--- config.mk ---
export PLATFORM = sky130hd
export DESIGN_NAME = rx_ring_buffer_line_reader_flat
export DESIGN_NICKNAME = d
export VERILOG_FILES = /design/src/rtl/rxrb_pkg.sv /design/src/rtl/rxrb_stream_if.sv /design/src/rtl/rxrb_ring_mem.sv /design/src/rtl/rxrb_ctrl.sv /design/src/rtl/rx_ring_buffer_line_reader.sv /design/src/flat_wrapper.sv
export VERILOG_INCLUDE_DIRS = /design/src /design/src/rtl
export SDC_FILE = /design/constraint.sdc
export NUM_CORES = 1
export LEC_CHECK = 0
export BUFFER_PORTS_ARGS = -buffer_cell sky130_fd_sc_hd__clkbuf_2
export CORE_UTILIZATION = 35
export DETAILED_ROUTE_END_ITERATION = 7
export PLACE_DENSITY = 0.51
export SYNTH_ARGS = -nofsm -noshare
export SYNTH_HDL_FRONTEND = slang
export SYNTH_SLANG_ARGS = --single-unit
--- constraint.sdc ---
create_clock -name clk -period 4.8 [get_ports clk]
set_input_delay 0.72 -clock clk [delete_from_list [all_inputs] [get_ports clk]]
set_output_delay 0.72 -clock clk [all_outputs]
set_load 0.05 [all_outputs]
--- src/rtl/rx_ring_buffer_line_reader_assert.svh ---
// ---------------------------------------------------------------------------
// Assertion macros for the receive ring buffer line reader
// Clocked implication checks, reset disables them.
// ---------------------------------------------------------------------------
`ifndef RX_RING_BUFFER_LINE_READER_ASSERT_SVH
`define RX_RING_BUFFER_LINE_READER_ASSERT_SVH

// same-cycle implication
`define RXRB_ASSERT_IMPL(lbl, clk, rstn, ante, cons) \
    lbl: assert property (@(posedge clk) disable iff (!(rstn)) (ante) |-> (cons)) \
        else $error("rxrb assertion failed");

// next-cycle implication
`define RXRB_ASSERT_NEXT(lbl, clk, rstn, ante, cons) \
    lbl: assert property (@(posedge clk) disable iff (!(rstn)) (ante) |=> (cons)) \
        else $error("rxrb assertion failed");

`endif

--- src/rtl/rxrb_pkg.sv ---
// ---------------------------------------------------------------------------
// rxrb_pkg
// Shared types and codes of the receive ring buffer line reader.
// ---------------------------------------------------------------------------
package rxrb_pkg;

    localparam int DEPTH_DEFAULT = 64;
    localparam int COUNT_W       = 6;   // width of available / read_count
    localparam int MAXLEN_W      = 7;

    localparam logic [1:0] MODE_PUSH  = 2'd0;
    localparam logic [1:0] MODE_QUERY = 2'd1;
    localparam logic [1:0] MODE_DRAIN = 2'd2;
    localparam logic [1:0] MODE_LINE  = 2'd3;

    localparam logic [1:0] ST_OK        = 2'd0;
    localparam logic [1:0] ST_EMPTY     = 2'd1;
    localparam logic [1:0] ST_TOO_LONG  = 2'd2;
    localparam logic [1:0] ST_NOT_FOUND = 2'd3;

    typedef struct packed {
        logic [1:0]          mode;
        logic [7:0]          rx_byte;
        logic [MAXLEN_W-1:0] max_length;
        logic [7:0]          delimiter;
    } request_t;

    typedef struct packed {
        logic [7:0]         data_byte;
        logic               has_data;
        logic               last;
        logic [1:0]         status;
        logic [COUNT_W-1:0] available;
        logic [COUNT_W-1:0] read_count;
    } result_t;

endpackage

--- src/rtl/rxrb_stream_if.sv ---
// ---------------------------------------------------------------------------
// rxrb_stream_if
// Valid/ready channel carrying one payload per transaction.
// ---------------------------------------------------------------------------
interface rxrb_stream_if #(
    parameter type payload_t = logic
) ();
    logic     valid;
    logic     ready;
    payload_t data;

    modport source (output valid, output data, input ready);
    modport sink   (input valid, input data, output ready);
endinterface

--- src/rtl/rxrb_ring_mem.sv ---
// ---------------------------------------------------------------------------
// rxrb_ring_mem
// Byte ring storage: one write port, one read port with registered data.
// ---------------------------------------------------------------------------
module rxrb_ring_mem #(
    parameter int DEPTH = rxrb_pkg::DEPTH_DEFAULT
) (
    input  logic                     clk,
    input  logic                     we,
    input  logic [$clog2(DEPTH)-1:0] waddr,
    input  logic [7:0]               wdata,
    input  logic                     re,
    input  logic [$clog2(DEPTH)-1:0] raddr,
    output logic [7:0]               rdata
);
    logic [7:0] mem [DEPTH];

    always_ff @(posedge clk)
    begin
        if (we)
        begin
            mem[waddr] <= wdata;
        end
    end

    // read data holds until the next read
    always_ff @(posedge clk)
    begin
        if (re)
        begin
            rdata <= mem[raddr];
        end
    end
endmodule

--- src/rtl/rxrb_ctrl.sv ---
// ---------------------------------------------------------------------------
// rxrb_ctrl
// Request sequencer: pointers, delimiter scan and byte emission over the ring.
// ---------------------------------------------------------------------------
`include "rx_ring_buffer_line_reader_assert.svh"

module rxrb_ctrl #(
    parameter int DEPTH = rxrb_pkg::DEPTH_DEFAULT
) (
    input  logic                     clk,
    input  logic                     rst_n,
    input  logic                     req_valid,
    output logic                     req_ready,
    input  rxrb_pkg::request_t       req_data,
    output logic                     mem_we,
    output logic [$clog2(DEPTH)-1:0] mem_waddr,
    output logic [7:0]               mem_wdata,
    output logic                     mem_re,
    output logic [$clog2(DEPTH)-1:0] mem_raddr,
    input  logic [7:0]               mem_rdata,
    input  logic                     out_free,
    output logic                     out_load,
    output rxrb_pkg::result_t        out_res
);
    import rxrb_pkg::*;

    localparam int PTR_W = $clog2(DEPTH);
    localparam logic [PTR_W:0] DEPTH_EXT = (PTR_W+1)'(DEPTH);

    localparam logic [1:0] S_IDLE = 2'd0;
    localparam logic [1:0] S_RESP = 2'd1;
    localparam logic [1:0] S_SCAN = 2'd2;
    localparam logic [1:0] S_EMIT = 2'd3;

    function automatic logic [PTR_W-1:0] wrap_add(input logic [PTR_W-1:0] a,
                                                  input logic [PTR_W-1:0] b);
        logic [PTR_W:0] s;
        s = {1'b0, a} + {1'b0, b};
        if (s >= DEPTH_EXT)
        begin
            s = s - DEPTH_EXT;
        end
        return s[PTR_W-1:0];
    endfunction

    logic [1:0]          state_reg, state_next;
    logic [PTR_W-1:0]    wp_reg, wp_next;
    logic [PTR_W-1:0]    rp_reg, rp_next;
    logic [PTR_W-1:0]    avail_reg, avail_next;
    logic [PTR_W-1:0]    count_reg, count_next;
    logic [PTR_W-1:0]    iss_idx_reg, iss_idx_next;
    logic [PTR_W-1:0]    rd_idx_reg, rd_idx_next;
    logic [PTR_W-1:0]    ld_idx_reg, ld_idx_next;
    logic                rdv_reg, rdv_next;
    logic                line_reg, line_next;
    logic [1:0]          status_reg, status_next;
    logic [MAXLEN_W-1:0] max_reg, max_next;
    logic [7:0]          delim_reg, delim_next;

    logic             accept;
    logic [PTR_W-1:0] pending;
    logic             load_byte;
    logic             issue;
    logic             last_byte;

    assign req_ready = (state_reg == S_IDLE);
    assign accept    = req_valid && req_ready;
    assign pending   = (wp_reg >= rp_reg) ? (wp_reg - rp_reg)
                     : PTR_W'(({1'b0, wp_reg} + DEPTH_EXT) - {1'b0, rp_reg});

    assign load_byte = (state_reg == S_EMIT) && rdv_reg && out_free;
    assign last_byte = (ld_idx_reg == count_reg - PTR_W'(1));

    always_comb
    begin
        case (state_reg)
            S_SCAN:  issue = (iss_idx_reg < avail_reg);
            S_EMIT:  issue = (iss_idx_reg < count_reg) && (!rdv_reg || load_byte);
            default: issue = 1'b0;
        endcase
    end

    assign mem_re    = issue;
    assign mem_raddr = wrap_add(rp_reg, iss_idx_reg);
    assign mem_we    = accept && (req_data.mode == MODE_PUSH);
    assign mem_waddr = wp_reg;
    assign mem_wdata = req_data.rx_byte;

    always_comb
    begin
        state_next   = state_reg;
        wp_next      = wp_reg;
        rp_next      = rp_reg;
        avail_next   = avail_reg;
        count_next   = count_reg;
        iss_idx_next = issue ? iss_idx_reg + PTR_W'(1) : iss_idx_reg;
        rd_idx_next  = issue ? iss_idx_reg : rd_idx_reg;
        ld_idx_next  = ld_idx_reg;
        rdv_next     = issue ? 1'b1 : (load_byte ? 1'b0 : rdv_reg);
        line_next    = line_reg;
        status_next  = status_reg;
        max_next     = max_reg;
        delim_next   = delim_reg;
        out_load     = 1'b0;
        out_res      = '0;

        case (state_reg)
            S_IDLE:
            begin
                if (accept)
                begin
                    avail_next   = pending;
                    max_next     = req_data.max_length;
                    delim_next   = req_data.delimiter;
                    iss_idx_next = '0;
                    ld_idx_next  = '0;
                    rdv_next     = 1'b0;
                    case (req_data.mode)
                        MODE_PUSH:
                        begin
                            wp_next = wrap_add(wp_reg, PTR_W'(1));
                        end
                        MODE_QUERY:
                        begin
                            status_next = ST_OK;
                            state_next  = S_RESP;
                        end
                        MODE_DRAIN:
                        begin
                            line_next = 1'b0;
                            if (pending == '0)
                            begin
                                status_next = ST_EMPTY;
                                state_next  = S_RESP;
                            end
                            else if (MAXLEN_W'(pending) > req_data.max_length)
                            begin
                                status_next = ST_TOO_LONG;
                                state_next  = S_RESP;
                            end
                            else
                            begin
                                count_next = pending;
                                state_next = S_EMIT;
                            end
                        end
                        MODE_LINE:
                        begin
                            line_next = 1'b1;
                            if (pending == '0)
                            begin
                                status_next = ST_EMPTY;
                                state_next  = S_RESP;
                            end
                            else
                            begin
                                state_next = S_SCAN;
                            end
                        end
                        default:
                        begin
                            state_next = S_IDLE;
                        end
                    endcase
                end
            end

            S_RESP:
            begin
                if (out_free)
                begin
                    out_load           = 1'b1;
                    out_res.last       = 1'b1;
                    out_res.status     = status_reg;
                    out_res.available  = COUNT_W'(avail_reg);
                    state_next         = S_IDLE;
                end
            end

            S_SCAN:
            begin
                if (rdv_reg)
                begin
                    if (mem_rdata == delim_reg)
                    begin
                        rdv_next     = 1'b0;
                        iss_idx_next = '0;
                        ld_idx_next  = '0;
                        if (rd_idx_reg == '0)
                        begin
                            // delimiter at the head: consume it alone
                            rp_next     = wrap_add(rp_reg, PTR_W'(1));
                            status_next = ST_OK;
                            state_next  = S_RESP;
                        end
                        else if (MAXLEN_W'(rd_idx_reg) > max_reg)
                        begin
                            status_next = ST_TOO_LONG;
                            state_next  = S_RESP;
                        end
                        else
                        begin
                            count_next = rd_idx_reg;
                            state_next = S_EMIT;
                        end
                    end
                    else if (rd_idx_reg == avail_reg - PTR_W'(1))
                    begin
                        rdv_next    = 1'b0;
                        status_next = ST_NOT_FOUND;
                        state_next  = S_RESP;
                    end
                end
            end

            S_EMIT:
            begin
                if (load_byte)
                begin
                    out_load           = 1'b1;
                    out_res.data_byte  = mem_rdata;
                    out_res.has_data   = 1'b1;
                    out_res.last       = last_byte;
                    out_res.status     = ST_OK;
                    out_res.available  = COUNT_W'(avail_reg);
                    out_res.read_count = COUNT_W'(count_reg);
                    ld_idx_next        = ld_idx_reg + PTR_W'(1);
                    if (last_byte)
                    begin
                        // line mode also consumes the delimiter
                        rp_next    = wrap_add(rp_reg, count_reg + PTR_W'(line_reg));
                        state_next = S_IDLE;
                    end
                end
            end

            default:
            begin
                state_next = S_IDLE;
            end
        endcase
    end

    always_ff @(posedge clk or negedge rst_n)
    begin
        if (!rst_n)
        begin
            state_reg   <= S_IDLE;
            wp_reg      <= '0;
            rp_reg      <= '0;
            rdv_reg     <= 1'b0;
            iss_idx_reg <= '0;
            ld_idx_reg  <= '0;
        end
        else
        begin
            state_reg   <= state_next;
            wp_reg      <= wp_next;
            rp_reg      <= rp_next;
            rdv_reg     <= rdv_next;
            iss_idx_reg <= iss_idx_next;
            ld_idx_reg  <= ld_idx_next;
        end
    end

    always_ff @(posedge clk)
    begin
        avail_reg  <= avail_next;
        count_reg  <= count_next;
        rd_idx_reg <= rd_idx_next;
        line_reg   <= line_next;
        status_reg <= status_next;
        max_reg    <= max_next;
        delim_reg  <= delim_next;
    end

    `RXRB_ASSERT_NEXT(a_wp_stable_busy, clk, rst_n, state_reg != S_IDLE, $stable(wp_reg))
    `RXRB_ASSERT_IMPL(a_no_read_idle, clk, rst_n, state_reg == S_IDLE, !rdv_reg)
    `RXRB_ASSERT_IMPL(a_emit_in_range, clk, rst_n, load_byte, ld_idx_reg < count_reg)
    `RXRB_ASSERT_IMPL(a_scan_in_range, clk, rst_n, (state_reg == S_SCAN) && rdv_reg,
                      rd_idx_reg < avail_reg)
endmodule

--- src/rtl/rx_ring_buffer_line_reader.sv ---
// ---------------------------------------------------------------------------
// rx_ring_buffer_line_reader
// Receive byte ring with query, drain and read-until-delimiter requests.
// ---------------------------------------------------------------------------
// Usage:
//   req (sink) takes one request per transaction: push a byte, query the
//   pending count, drain all pending bytes, or read a line up to a delimiter.
//   rsp (source) returns result transactions; last marks the final one of
//   each request. A push returns nothing.
// Timing:
//   Pushes are taken one per cycle. Any other request holds req.ready low
//   until its last result sits in the output register.
//   Query, empty and drain too_long results go through S_RESP into the
//   output register. Drain: bytes pass through the read register at one
//   per cycle while the output register is free, set by the single read
//   port of the ring memory. Line read: the scan reads one entry per cycle,
//   then bytes are read out again at one per cycle while the output is free.
// Reset: pointers clear, the ring is empty; ring contents are not cleared
//   and no clearing pass runs.
// Stall: a result waits in the output register while rsp.ready is low;
//   the next memory read is already held in the read register behind it.
// ---------------------------------------------------------------------------
module rx_ring_buffer_line_reader #(
    parameter int DEPTH = rxrb_pkg::DEPTH_DEFAULT
) (
    input logic          clk,
    input logic          rst_n,
    rxrb_stream_if.sink   req,
    rxrb_stream_if.source rsp
);
    import rxrb_pkg::*;

    localparam int PTR_W = $clog2(DEPTH);

    logic             mem_we;
    logic [PTR_W-1:0] mem_waddr;
    logic [7:0]       mem_wdata;
    logic             mem_re;
    logic [PTR_W-1:0] mem_raddr;
    logic [7:0]       mem_rdata;

    logic             out_free;
    logic             out_load;
    result_t          out_res;

    // output register: one result transaction pending toward rsp
    logic             out_valid_reg, out_valid_next;
    result_t          out_data_reg;

    rxrb_ring_mem #(
        .DEPTH (DEPTH)
    ) u_mem (
        .clk   (clk),
        .we    (mem_we),
        .waddr (mem_waddr),
        .wdata (mem_wdata),
        .re    (mem_re),
        .raddr (mem_raddr),
        .rdata (mem_rdata)
    );

    rxrb_ctrl #(
        .DEPTH (DEPTH)
    ) u_ctrl (
        .clk       (clk),
        .rst_n     (rst_n),
        .req_valid (req.valid),
        .req_ready (req.ready),
        .req_data  (req.data),
        .mem_we    (mem_we),
        .mem_waddr (mem_waddr),
        .mem_wdata (mem_wdata),
        .mem_re    (mem_re),
        .mem_raddr (mem_raddr),
        .mem_rdata (mem_rdata),
        .out_free  (out_free),
        .out_load  (out_load),
        .out_res   (out_res)
    );

    // free when empty or being taken this cycle
    assign out_free = !out_valid_reg || rsp.ready;

    always_comb
    begin
        if (out_load)
        begin
            out_valid_next = 1'b1;
        end
        else if (rsp.ready)
        begin
            out_valid_next = 1'b0;
        end
        else
        begin
            out_valid_next = out_valid_reg;
        end
    end

    always_ff @(posedge clk or negedge rst_n)
    begin
        if (!rst_n)
        begin
            out_valid_reg <= 1'b0;
        end
        else
        begin
            out_valid_reg <= out_valid_next;
        end
    end

    always_ff @(posedge clk)
    begin
        if (out_load)
        begin
            out_data_reg <= out_res;
        end
    end

    assign rsp.valid = out_valid_reg;
    assign rsp.data  = out_data_reg;
endmodule

--- src/flat_wrapper.sv ---
// flat-port wrapper written by rule: the top's interface ports become plain ports
module rx_ring_buffer_line_reader_flat import rxrb_pkg::*;
#(
    parameter int DEPTH = rxrb_pkg::DEPTH_DEFAULT
)
  (clk, rst_n, req_valid, req_data, req_ready, rsp_valid, rsp_data, rsp_ready);
  rxrb_stream_if #(.payload_t(request_t)) req_i ();
  rxrb_stream_if #(.payload_t(result_t)) rsp_i ();
  input logic clk;
  input logic rst_n;
  input wire logic [$bits(req_i.valid)-1:0] req_valid;
  input wire logic [$bits(req_i.data)-1:0] req_data;
  output wire logic [$bits(req_i.ready)-1:0] req_ready;
  output wire logic [$bits(rsp_i.valid)-1:0] rsp_valid;
  output wire logic [$bits(rsp_i.data)-1:0] rsp_data;
  input wire logic [$bits(rsp_i.ready)-1:0] rsp_ready;
  assign req_i.valid = req_valid;
  assign req_i.data = req_data;
  assign req_ready = req_i.ready;
  assign rsp_valid = rsp_i.valid;
  assign rsp_data = rsp_i.data;
  assign rsp_i.ready = rsp_ready;
  rx_ring_buffer_line_reader #(.DEPTH(DEPTH)) u_core (.clk(clk), .rst_n(rst_n), .req(req_i), .rsp(rsp_i));
endmodule
==> results.yml <==
worst_hold_path:
  hold_path.class: "input pin to async pin"
clock_tree:
  insertion_delay_ps: 640
  cts.sinks: 608
  cts_resized: 0
  clock-root-buffer: "clkbuf_16"
  h-tree-depth: 2
  numCtsBuffers: 61
  clock_path_buffers: 3
  cts_hold_buf: 0
  cts_tree: "yes"
  post_cts_buffers: 0
  path_clk_slew_ps: 60
critical_path:
  crit_chain: "inv_1 > ha_1 > inv_1 > fa_1 > a21o_1 > a21oi_1 > xor2_1 > inv_1 > ha_1 > a21o_1 > a211oi_1 > o311ai_0 > a221oi_1"
  crit_arrival_ps: 4370
  worst_setup_path_end_kind: "flop"
  path_max_fanout: 6
  cp_num_buf_inv: 3
  path_class: "flop to flop"
  crit_slowest_cell: "a221oi_1"
  start_kind: "flop"
  required_ps: 5050
  crit_family: "compound AO/OA/AOI/OAI gates"
  cpPeakStageDelay_ps: 800
  cpMostUsedCell: "inv_1"
timing:
  max_freq_mhz: 243
  clock_skew_ps: 26.5
  tns_ps: 0
  finalSetupViolations: 0
  final_max_slew_viol_count: 0
  worstMarginPinSlew_ps: 1160
  relSlewSlack: 0.229
  fin_crit_sh: 0.859
  rsz0062_at_grt: "no"
  hold_violations: 0
  post-route-min-period_ps: 4120
synth:
  synthArstFlopShare: 0.0461
  ys_ff_latch: 608
  seq_area_frac_synth: 0.709
  synth-edff-count: 580
  yosys_warnings: 0
  syn-cell-area_sq_um: 25500
  synth_cell_types: 68
  synth_cells: 1436
  synth_flop_cell: "edfxtp_1"
  avgSynthCellArea_sq_um: 17.8
  syn-num-nets: 1515
routing:
  ant_nets: 0
  drc: 0
  post_drt_wl_per_cell_um: 23.7
  viasPerCell: 5.14
  first_iter_violations: 968
  wirelength_um: 59800
  num_vias: 13000
  firstDrtPassIters: 5
layout:
  fin_cells: 2523
  largest_reg_flops: 512
  fillers: 6533
  area.growth.synth_to_final_pct: 13.3
  drive_above_1_share: 0.206
  regMostFlops: "u_core.u_mem.mem"
  nets: 1601
  antenna_cells: 0
floorplanning:
  die_area_sq_um: 74100
  start_util: 0.355
  die-width_um: 272
  io_pins: 55
  row_count: 98
  die_h_um: 272
  core_area_sq_um: 71900
pwr:
  p_per_area_nw_per_um2: 689
  power.leakage_nw: 9.75
  ir_drop_mv: 0.504
global_route:
  grt_pass1_wl_um: 89200
  grt_pass1_vias: 13500
  antenna_found_initial: 1
  track_usage: 0.163
  gr-total-overflow: 0
  grt_max_degree: 65
placement:
  dp_cells: 2409
  hpwl_um: 38300
  numPortBuffers: 54
  place_congestion: 0.817
run_status:
  status: "complete, no violations"
flow_run:
  cap_violations: 0
[per-layer routing]
layer | up-vias | GRT usage | wire length [um]
li1 | 5831 | - | -
met1 | 6752 | 0.232 | 27500
met2 | 298 | 0.264 | 28500
met3 | 89 | 0.0230 | 2500
met4 | 0 | 0.0439 | 1230
met5 | - | 0 | 0
[power by group]
group | internal [mW] | total, mW | switching [mW]
Sequential | 6.27 | 6.56 | 0.284
Combinational | 3.64 | 8.73 | 5.08
Clock | 2.60 | 4.65 | 2.05
Total | 12.5 | 19.9 | 7.42
[cells by family (layout without fill, tap and decap cells)]
| group | after synthesis | count (layout) | synth area share |
|---|---|---|---|
| buffers and inverters | 111 | 248 | 0.0205 |
| flip-flops | 608 | 608 | 0.709 |
| AND/OR/NAND/NOR | 305 | 305 | 0.0551 |
| adder cells (fa/ha/maj) | 50 | 50 | 0.0254 |
| XOR/XNOR | 49 | 49 | 0.0181 |
| AO/OA/AOI/OAI | 115 | 115 | 0.0305 |
| multiplexers | 198 | 198 | 0.141 |
[worst register-to-register path, delay by kind of cell (launching register included)]
kind            cells  cell delay [ps]
xor+xnor            1              260
compound gates      6             1850
flops               1              420
fa+ha+maj           3              900
buf+inv             3              320
[final cells by class]
| type | instances | area, sq um | share of cell area |
|---|---|---|---|
| Clock buffer | 71 | 1560 | 0.0540 |
| Clock inverter | 43 | 383 | 0.0132 |
| Inverter | 49 | 184 | 0.00635 |
| Multi-Input combinational cell | 717 | 6940 | 0.240 |
| Sequential cell | 608 | 18100 | 0.626 |
| Tap cell | 950 | 1190 | 0.0411 |
| Timing Repair Buffer | 85 | 578 | 0.0200 |
[cell usage after synthesis, drive strengths merged, types with 10 or more instances]
cell type | count | share of area
nor2 | 101 | 0.015
mux2i | 66 | 0.026
a21oi | 27 | 0.0054
a31oi | 10 | 0.0024
ha | 47 | 0.023
xnor2 | 29 | 0.011
and2 | 12 | 0.0029
clkbuf | 19 | 0.0028
nor3 | 25 | 0.0051
buf | 43 | 0.010
xor2 | 20 | 0.0074
mux4 | 129 | 0.11
dfrtp | 28 | 0.027
inv | 49 | 0.0072
nand2 | 77 | 0.011
nor2b | 13 | 0.0032
o21ai | 24 | 0.0047
edfxtp | 580 | 0.68
a21o | 10 | 0.0029
nand3 | 38 | 0.0076
[metrics by stage]
step	setup slack (ps)	power [mW]	instance area, sq um	hold WS [ps]	util
finish	679	19.9	29000	167	0.403
global route	360	21.0	29000	227	0.403
CTS	670	20.2	29000	161	0.403
detailed placement	679	15.5	27000	571	0.376
global placement	795	15.5	27000	558	0.376
floorplan	1150	12.7	25500	424	-
[path summary, 6_finish.rpt]
check / from / endpoint / slack, ps / depth (start not counted)
max: u_core.u_ctrl.mem_waddr[0] / u_core.u_ctrl.count_reg[1] / 680 / 13
min: rst_n / u_core.u_ctrl.state_reg[0] / 170 / 1
max reg2reg: u_core.u_ctrl.mem_waddr[0] / u_core.u_ctrl.count_reg[1] / 680 / 13
min reg2reg: u_core.u_ctrl.ld_idx_reg[5] / u_core.u_ctrl.ld_idx_reg[5] / 580 / 2
max in group asynchronous: rst_n / u_core.u_ctrl.ld_idx_reg[4] / 4120 / 1
min in group clk: req_data[3] / u_core.u_ctrl.delim_reg[3] / 280 / 1
[placed cells by master, fill, tap and decap left out, types with 4 or more instances in the layout]
cell type | synthesis | final
a211oi_1 | 7 | 7
a21o_1 | 10 | 10
a21oi_1 | 26 | 26
a31oi_1 | 10 | 10
a32oi_1 | 7 | 7
and2_1 | 12 | 12
and3_1 | 4 | 4
buf_12 | 0 | 6
buf_4 | 8 | 25
bufinv_16 | 0 | 5
clkbuf_1 | 19 | 10
clkbuf_16 | 0 | 61
clkbuf_2 | 0 | 54
clkinv_1 | 0 | 18
clkinv_2 | 0 | 8
clkinvlp_4 | 0 | 7
dfrtp_1 | 28 | 28
edfxtp_1 | 580 | 580
ha_1 | 47 | 46
inv_1 | 47 | 47
mux2i_1 | 66 | 66
mux4_2 | 129 | 129
nand2_1 | 77 | 77
nand2b_1 | 7 | 7
nand3_1 | 37 | 37
nand4_1 | 8 | 8
nor2_1 | 101 | 99
nor2b_1 | 13 | 13
nor3_1 | 24 | 22
o21ai_0 | 22 | 22
or3_1 | 8 | 8
xnor2_1 | 28 | 28
xor2_1 | 18 | 18
Note: power is estimated with default switching activity, not from simulation.
